--- src/rtl/local_time_with_us_dst_assert.svh ---
// Assertion macros for the local time block.
`ifndef LOCAL_TIME_WITH_US_DST_ASSERT_SVH
`define LOCAL_TIME_WITH_US_DST_ASSERT_SVH
`ifndef SYNTHESIS
`define LTUD_ASSERT(name, prop) \
  name: assert property (@(posedge clk) disable iff (rst) prop) else $error("ltud check failed");
`define LTUD_ASSERT_ALWAYS(name, prop) \
  name: assert property (@(posedge clk) prop) else $error("ltud check failed");
`else
`define LTUD_ASSERT(name, prop)
`define LTUD_ASSERT_ALWAYS(name, prop)
`endif
`endif

--- src/rtl/ltud_pkg.sv ---
// Types and constants for the local time block.
`default_nettype none
package ltud_pkg;
  localparam int LatW = 21;
  localparam int LonW = 22;
  localparam int CfgIdxW = 8;
  localparam int Stages = 7;
  typedef enum logic [CfgIdxW-1:0] {
    REG_LATITUDE  = 8'd0,
    REG_LONGITUDE = 8'd1
  } cfg_reg_t;
  localparam logic [25:0] DayRecip = 26'd50903317;  // 2^35/675, rounded up
  localparam logic [15:0] QuadRecip = 16'd45934;    // 2^26/1461, rounded up
  localparam logic [16:0] WeekRecip = 17'd74899;    // 2^19/7, rounded up
  localparam logic [15:0] Day2100 = 16'd47482;
  localparam logic [15:0] Day2101 = 16'd47847;
endpackage
`default_nettype wire

--- src/rtl/local_time_with_us_dst.sv ---
// UTC to local time with a US daylight saving rule, as a seven stage pipeline.
// Throughput: one word per cycle; a stalled output holds the whole pipeline.
// Zone offset is recomputed from the position registers every cycle.
// Reset (rst, synchronous) empties the pipeline and restores the default position.
`default_nettype none
`include "local_time_with_us_dst_assert.svh"
module local_time_with_us_dst (
  input  wire logic        clk,
  input  wire logic        rst,
  input  wire logic        s_tvalid,
  output logic             s_tready,
  input  wire logic [31:0] s_tdata,   // unix_time
  output logic             m_tvalid,
  input  wire logic        m_tready,
  output logic [55:0]      m_tdata,   // local_time[33:0], zone_offset_seconds[50:34], zeros
  output logic             m_tuser,   // dst_active
  input  wire logic        cfg_valid,
  output logic             cfg_ready,
  input  wire logic [ltud_pkg::CfgIdxW-1:0] cfg_index,
  input  wire logic [21:0] cfg_data
);
  import ltud_pkg::*;

  logic signed [LatW-1:0] latitude;
  logic signed [LonW-1:0] longitude;
  logic signed [4:0]  zone_h;
  logic signed [16:0] zone_off;

  logic [Stages-1:0] v;
  logic en;

  logic [31:0] t1, t2, t3, t4, t5, t6;
  logic [50:0] p1;
  logic [15:0] day2, day3, day4, day5, day6;
  logic [16:0] sod3, sod4, sod5, sod6;
  logic [15:0] dd3;
  logic        shift3, y2100_3;
  logic [31:0] p2;
  logic [15:0] ystart4;
  logic        leap4;
  logic [15:0] a5, b5;
  logic [33:0] pa5, pb5;
  logic [15:0] s6, e6;
  logic [33:0] local_q;
  logic        dst_q;

  assign cfg_ready = 1'b1;
  assign en = !m_tvalid || m_tready;
  assign s_tready = en;
  assign m_tvalid = v[Stages-1];

  always_ff @(posedge clk) begin
    if (rst) begin
      latitude <= 21'sd417401;
      longitude <= -22'sd836491;
    end else if (cfg_valid) begin
      unique case (cfg_index)
        REG_LATITUDE: latitude <= cfg_data[LatW-1:0];
        REG_LONGITUDE: longitude <= cfg_data;
        default: ;
      endcase
    end
  end

  // zone offset from position
  logic        in_box;
  logic [21:0] lon_mag;
  logic [22:0] lon_rnd;
  logic [3:0]  hcnt;
  logic signed [4:0] zone_h_next;
  always_comb begin
    in_box = latitude >= 21'sd240000 && latitude <= 21'sd500000 &&
             longitude >= -22'sd1250000 && longitude <= -22'sd660000;
    lon_mag = longitude[LonW-1] ? 22'(-longitude) : 22'(longitude);
    lon_rnd = {1'b0, lon_mag} + 23'd75000;
    hcnt = '0;
    for (int k = 1; k <= 12; k++) begin
      if (lon_rnd >= 23'(150000 * k)) hcnt = hcnt + 4'd1;
    end
    if (in_box) begin
      if (longitude >= -22'sd850000) zone_h_next = -5'sd5;
      else if (longitude >= -22'sd1040000) zone_h_next = -5'sd6;
      else if (longitude >= -22'sd1140000) zone_h_next = -5'sd7;
      else zone_h_next = -5'sd8;
    end else begin
      zone_h_next = longitude[LonW-1] ? -$signed({1'b0, hcnt}) : $signed({1'b0, hcnt});
    end
  end

  always_ff @(posedge clk) begin
    zone_h <= zone_h_next;
    zone_off <= 17'($signed(zone_h) * 17'sd3600);
  end

  always_ff @(posedge clk) begin
    if (rst) begin
      v <= '0;
    end else if (en) begin
      v <= {v[Stages-2:0], s_tvalid};
    end
  end

  // stage datapath
  logic [10:0] r4;
  logic [5:0]  q4;
  logic [15:0] qb4;
  logic [1:0]  yo4;
  logic [15:0] yoff4;
  logic [16:0] a4p, b4p;
  logic [13:0] qa6, qb6;
  logic [16:0] wa6, wb6;
  logic [2:0]  wda6, wdb6;
  logic [15:0] sa6, se6;
  logic        dst7;
  always_comb begin
    q4 = p2[31:26];
    qb4 = 16'({10'd0, q4} * 16'd1461);
    r4 = 11'(dd3 - qb4);
    if (r4 >= 11'd1096) begin
      yo4 = 2'd3; yoff4 = 16'd1096;
    end else if (r4 >= 11'd730) begin
      yo4 = 2'd2; yoff4 = 16'd730;
    end else if (r4 >= 11'd365) begin
      yo4 = 2'd1; yoff4 = 16'd365;
    end else begin
      yo4 = 2'd0; yoff4 = 16'd0;
    end
    a4p = {1'b0, a5} + 17'd4;
    b4p = {1'b0, b5} + 17'd4;
    qa6 = pa5[32:19];
    qb6 = pb5[32:19];
    wa6 = a4p - 17'({3'd0, qa6} * 17'd7);
    wb6 = b4p - 17'({3'd0, qb6} * 17'd7);
    wda6 = wa6[2:0];
    wdb6 = wb6[2:0];
    sa6 = a5 + ((wda6 == 3'd0) ? 16'd0 : 16'(3'd7 - wda6)) + 16'd7;
    se6 = b5 + ((wdb6 == 3'd0) ? 16'd0 : 16'(3'd7 - wdb6));
    dst7 = latitude > 0 &&
           (day6 > s6 || (day6 == s6 && sod6 >= 17'd7200)) &&
           (day6 < e6 || (day6 == e6 && sod6 < 17'd7200));
  end

  always_ff @(posedge clk) begin
    if (en) begin
      t1 <= s_tdata;
      p1 <= {1'b0, s_tdata[31:7]} * {25'd0, DayRecip};
      t2 <= t1;
      day2 <= p1[50:35];
      t3 <= t2;
      day3 <= day2;
      sod3 <= 17'(t2 - 32'({16'd0, day2} * 32'd86400));
      shift3 <= day2 >= Day2101;
      y2100_3 <= day2 >= Day2100 && day2 < Day2101;
      dd3 <= (day2 >= Day2101) ? day2 + 16'd1 : day2;
      p2 <= ((day2 >= Day2101) ? day2 + 16'd1 : day2) * QuadRecip;
      t4 <= t3;
      day4 <= day3;
      sod4 <= sod3;
      ystart4 <= qb4 + yoff4 - {15'd0, shift3};
      leap4 <= yo4 == 2'd2 && !y2100_3;
      t5 <= t4;
      day5 <= day4;
      sod5 <= sod4;
      a5 <= ystart4 + 16'd59 + {15'd0, leap4};
      b5 <= ystart4 + 16'd304 + {15'd0, leap4};
      pa5 <= ({1'b0, ystart4} + 17'd63 + {16'd0, leap4}) * WeekRecip;
      pb5 <= ({1'b0, ystart4} + 17'd308 + {16'd0, leap4}) * WeekRecip;
      t6 <= t5;
      day6 <= day5;
      sod6 <= sod5;
      s6 <= sa6;
      e6 <= se6;
      dst_q <= dst7;
      local_q <= {2'b00, t6} + {{17{zone_off[16]}}, zone_off} +
                 (dst7 ? 34'd3600 : 34'd0);
    end
  end

  assign m_tdata = {5'd0, zone_off, local_q};
  assign m_tuser = dst_q;

  `LTUD_ASSERT(stall_keeps_output, m_tvalid && !m_tready |=> m_tvalid)
  `LTUD_ASSERT(dst_needs_north, m_tvalid && m_tuser |-> latitude > 0)
  `LTUD_ASSERT(offset_in_range, zone_off <= 17'sd43200 && zone_off >= -17'sd43200)
  `LTUD_ASSERT_ALWAYS(reset_empties, rst |=> v == '0)
endmodule
`default_nettype wire
--- config.mk ---
export PLATFORM = sky130hd
export DESIGN_NAME = local_time_with_us_dst
export DESIGN_NICKNAME = d
export VERILOG_FILES = /design/src/rtl/ltud_pkg.sv /design/src/rtl/local_time_with_us_dst.sv
export VERILOG_INCLUDE_DIRS = /design/src /design/src/rtl
export SDC_FILE = /design/constraint.sdc
export NUM_CORES = 2
export LEC_CHECK = 0
export BUFFER_PORTS_ARGS = -buffer_cell sky130_fd_sc_hd__buf_2
export CORE_ASPECT_RATIO = 0.8
export CORE_MARGIN = 2
export CORE_UTILIZATION = 45
export CTS_CLUSTER_DIAMETER = 50
export DETAILED_ROUTE_END_ITERATION = 6
export PLACE_DENSITY = 0.66
export SLEW_MARGIN = 10
export SYNTH_ARGS = -nofsm -noshare
export SYNTH_HDL_FRONTEND = slang
export SYNTH_SLANG_ARGS = --single-unit
--- constraint.sdc ---
create_clock -name clk -period 17.3 [get_ports clk]
set_input_delay 0.865 -clock clk [delete_from_list [all_inputs] [get_ports clk]]
set_output_delay 0.865 -clock clk [all_outputs]
set_load 0.03 [all_outputs]
Word level (Yosys, flattened, before mapping)
Index checks and enable logic that the tools add are counted.
- equality and inequality tests: 4
- reductions and logical operators: 19
- add/sub/neg operators: 39
- multipliers: 9
- multiplexer cells: 29
- magnitude comparators: 30
- operators with widths (operator ; number):
    $ge 23x21->1 const B ; 6
    $ge 23x20->1 const B ; 3
    $mul 18x17->33 const B ; 2
    $mul 25x26->51 const B ; 1
    $ge 23x19->1 const B ; 2
    $add 4x1->4 const B ; 11
    $ge 22x21->1 const B ; 2
    $ge 22x22->1 const B ; 2
    $mux 4 ; 11
    $add 17x1->18 ; 2
    $add 33x17->34 ; 1
    $add 34x12->34 ; 1
    $add 16x1->16 ; 2
    $add 16x16->16 ; 2
    $eq 16x16->1 ; 2
    $ge 16x16->1 const B ; 2
    $mux 16 ; 2
    $mul 17x15->31 const B ; 1
    $mul 14x3->3 const B ; 2
    $add 22x17->23 const B ; 1
    $ge 23x18->1 const B ; 1
    $le 22x21->1 const B ; 1
    $mux 11 ; 2
    $mux 22 ; 1
    other kinds (45) ; 67
- output and inout port bits: 60
- register bits after elaboration: 685

Longest topological paths before layout
- word-level depth: 30
- gate-level depth with buffers: 50
- mapped depth without buffers: 49

Least setup slack after synthesis
No wires, ideal clock.
- kind: input to output
- from: input m_tready
- to: output s_tready
- setup slack: 6109 ps
- data arrival time: 10326 ps
- data required time: 16435 ps
- stages on the path: 3
- path through: nor2b_1 -> clkbuf_1 -> inv_1
- word-level cells in the longest chain between the ends: 1
- ends and longest elaborated chain (item ; RTL line ; RTL):
    start: declaration ; local_time_with_us_dst.sv:14 ; input wire logic m_tready,
    $logic_or 1x1->1 ; local_time_with_us_dst.sv:48 ; assign en = !m_tvalid || m_tready;
    end: declaration ; local_time_with_us_dst.sv:11 ; output logic s_tready,
No other way between the ends.

Final worst setup path
- from: register longitude[21]
- to: register zone_h[1]
- word-level cells in the longest chain between the ends: 30
- elaborated cells between the ends (all ways): 49
- ends and longest elaborated chain (item ; RTL line ; RTL):
    start: declaration ; local_time_with_us_dst.sv:25 ; logic signed [LonW-1:0] longitude;
    start signal: assignment ; local_time_with_us_dst.sv:55 ; longitude <= -22'sd836491;
    start signal: assignment ; local_time_with_us_dst.sv:59 ; REG_LONGITUDE: longitude <= cfg_data;
    $neg 22->22 ; local_time_with_us_dst.sv:74 ; lon_mag = longitude[LonW-1] ? 22'(-longitude) : 22'(longitude);
    $mux 22 ; local_time_with_us_dst.sv:74 ;
    $add 22x17->23 ; local_time_with_us_dst.sv:75 ; lon_rnd = {1'b0, lon_mag} + 23'd75000;
    $ge 23x18->1 ; local_time_with_us_dst.sv:78 ; if (lon_rnd >= 23'(150000 * k)) hcnt = hcnt + 4'd1;
    $mux 1 ; local_time_with_us_dst.sv:78 ;
    $add 4x1->4 ; local_time_with_us_dst.sv:78 ;
    $mux 4 ; local_time_with_us_dst.sv:78 ;
    $add 4x1->4 ; local_time_with_us_dst.sv:78 ;
    (+15 left out) ; - ;
    $add 4x1->4 ; local_time_with_us_dst.sv:78 ;
    $mux 4 ; local_time_with_us_dst.sv:78 ;
    $add 4x1->4 ; local_time_with_us_dst.sv:78 ;
    $mux 4 ; local_time_with_us_dst.sv:78 ;
    $neg 4->5 ; local_time_with_us_dst.sv:86 ; zone_h_next = longitude[LonW-1] ? -$signed({1'b0, hcnt}) : $signed({1'b0, hcnt});
    $mux 5 ; local_time_with_us_dst.sv:86 ;
    $mux 5 (*) ; local_time_with_us_dst.sv:80 ; if (in_box) begin
    net zone_h_next[1] ; local_time_with_us_dst.sv:70 ; logic signed [4:0] zone_h_next;
    end signal: assignment ; local_time_with_us_dst.sv:91 ; zone_h <= zone_h_next;
    end: declaration ; local_time_with_us_dst.sv:26 ; logic signed [4:0] zone_h;
The timed path passes the listed nets; every way through them passes the cells marked *.
A chain may end at the register's enable or synchronous reset.

==> impl_metrics.tcl <==
set metrics [dict create \
    area_growth_pct 9.36 \
    overflow 0 \
    yosysMostFrequentCell "ha_1" \
    synth_largest_area_cell "edfxtp_1" \
    drv_cap 0 \
    grt_use_total_pct 18.0 \
    initial_core_util_pct 45.3 \
    synth_warnings 0 \
    cp-startpoint "longitude[21]" \
    post_cts_buffers 0 \
    postSynthCellCount 4056 \
    grt_pass1_vias 29318 \
    yosysSeqAreaShare_pct 33.3 \
    layout-drive-gt1-share_pct 6.68 \
    drv_slew 0 \
    outcome "finished clean" \
    synthArstFlopShare_pct 0 \
    critPathKind "reg -> reg" \
    hold_viol 0 \
    chipHeight_um 291 \
    regToRegStartpoint "longitude[21]" \
    fin_crit_ps 9780 \
    cts_tree "done" \
    critPathArrivalTime_ps 10200 \
    critical_path.endpoint "zone_h[1]" \
    fmax_ghz 0.102 \
    hpwlAfterDp_mm 74.0 \
    ys_ff_latch 537 \
    crit_path_frequent_cell "ha_1" \
    netlist.area_leader.share_pct 30.3 \
    syn_avg_cell_area_sq_um 11.4 \
    insertedDiodeCount 0 \
    die_x_um 363 \
    setup_viol 0 \
    firstDrtPassIters 6 \
    grt_max_degree 154 \
    ctsRootBufferMaster "clkbuf_16" \
    drc 0 \
    rsz0062_at_grt "no" \
    cp_slowest_cell "xnor2_1" \
    num_rows 105 \
    grt_pass1_wl_mm 154 \
    slew_headroom_pct 25.6 \
    synth_enable_flop_cells 469 \
    synth_cell_types 90 \
    synth_ff_type "edfxtp_1" \
    ctsResizeCount 0 \
    worst-r2r-setup-slack_ps 7520 \
    required_ps 17720 \
    reg2reg_to "zone_h[1]" \
    yosys-top-cells-count "797 x ha_1, 780 x inv_1, 469 x edfxtp_1" \
    cts_buffers 67 \
    fin_setup_tns_ps 0 \
    cts_hold_buffers 0 \
    drt_iter0_markers 1514 \
    max_stage_delay_ps 590 \
    wl_per_cell_um 16.5 \
    critPathLaunchType "register" \
    clk_latency_ps 600 \
    vias 28303 \
    min_path_type "reg -> reg" \
    cts.sink_count 537 \
    cts.htree.levels 3 \
    reg2reg_depth 44 \
    period_share_pct 56.5 \
    antenna_found_initial 0 \
    io_pins 127 \
    crit_path_end_kind "register" \
    worstMarginPinSlew_ps 1120 \
    clockBufferDepth 3 \
    fill_cells 9085 \
    num-nets-final 5468 \
    viasPerCell 5.07 \
    die-area_sq_um 106000 \
    netlist_area_sq_um 46400 \
    port_buffers 116 \
    drt-total-wl_mm 91.9 \
    cp_max_fo 33 \
    core_area_sq_um 102000 \
    clock_skew_ps 26.8 \
    cts.reportedPaths.clkPinSlew_ps 60 \
    netlist_top_cells_area "edfxtp_1 30%, ha_1 21%, fa_1 18%" \
    gp_congestion 0.860 \
    drtAntennaViolNets 0 \
]
[layout by cell type (no fill, tap or decap), types with 34 or more instances in the layout]
cell	n
dfxtp_1	68
o21ai_0	68
ha_1	797
o21bai_1	41
nor2b_1	34
buf_2	116
fa_1	409
a21oi_1	144
xnor2_1	209
nand3_1	60
inv_1	779
xor2_1	93
nand2_1	181
clkbuf_16	69
a21o_1	72
edfxtp_1	469
nor2_1	133
[logic make-up (layout without fill, tap and decap cells)]
kind of cell	count (synthesis)	count (layout)	share of synthesized area (%)
other	2	10	0.0162
multiplexers	24	24	0.533
flip-flops	537	537	33.3
buffers and inverters	847	1033	6.98
AND/OR/NAND/NOR	622	622	6.66
adder cells (fa/ha/maj)	1206	1206	39.1
XOR/XNOR	307	307	5.96
AO/OA/AOI/OAI	511	511	7.50
[sequential cells by signal, summed over array words and instances (netlist names), 21 cells and up]
signal and flops:
latitude 21, local_q 34, longitude 22, t1 32
t2 32, t3 32, t4 32, t5 32
t6 32
[worst min path at each step]
| stage | startpoint | end | slack, ps | depth (start not counted) |
|---|---|---|---|---|
| 2_1_floorplan | zone_h[1] | zone_off[5] | 350 | 0 |
| 6_report | zone_h[0] | zone_off[4] | 410 | 0 |
| 3_3_place_gp | t1[30] | t2[30] | 400 | 0 |
| 5_1_grt | zone_h[0] | zone_off[4] | 400 | 0 |
| 4_1_cts | s_tdata[1] | t1[1] | 390 | 1 |
| 3_5_place_dp | zone_h[0] | zone_off[4] | 400 | 0 |
[routing by layer]
layer / part of all wire, % / wire length (um) / vias up / GRT usage [%]
li1: - / - / 14023 / -
met1: 49 / 44800 / 13722 / 26.5
met2: 44 / 40600 / 441 / 27.4
met3: 4.9 / 4510 / 117 / 3.23
met4: 2.2 / 2010 / 0 / 4.69
met5: 0 / 0 / - / 0
[cell type report]
class                      instances  area [sq um]  area share (%)
clock buffer                      80          1770            3.48
clock inverter                    44           482           0.949
inverter                         781          2940            5.79
multi-input combinational       2680         27800            54.7
sequential                       537         15400            30.4
tap                             1337          1670            3.29
timing repair buffer             128           683            1.35
[worst max-delay path: cells and delay by family, from the launching register on]
family                     cells  cell delay (ps)
AOI/OAI and AO/OA             12             2210
xor gates and xnor gates       5             1590
adders and majority gates      8             2350
buffers and inverters          6              670
DFF                            1              310
muxes                          3              570
and+or+nand+nor               10             1850
[through the flow]
step	setup slack [ps]	hold slack [ps]	std cells	utilization, %	area, sq um
final	7520	406	5587	49.6	50800
after global routing	6630	403	5587	49.6	50800
after CTS	7550	392	5587	49.6	50800
after detailed placement	7640	401	5463	47.4	48500
after global placement	7810	400	5463	47.4	48500
after floorplan	6110	355	4064	-	46500
Power is not shown: default switching activity piles up to over one toggle a cycle in this logic, so the estimate is an artifact.
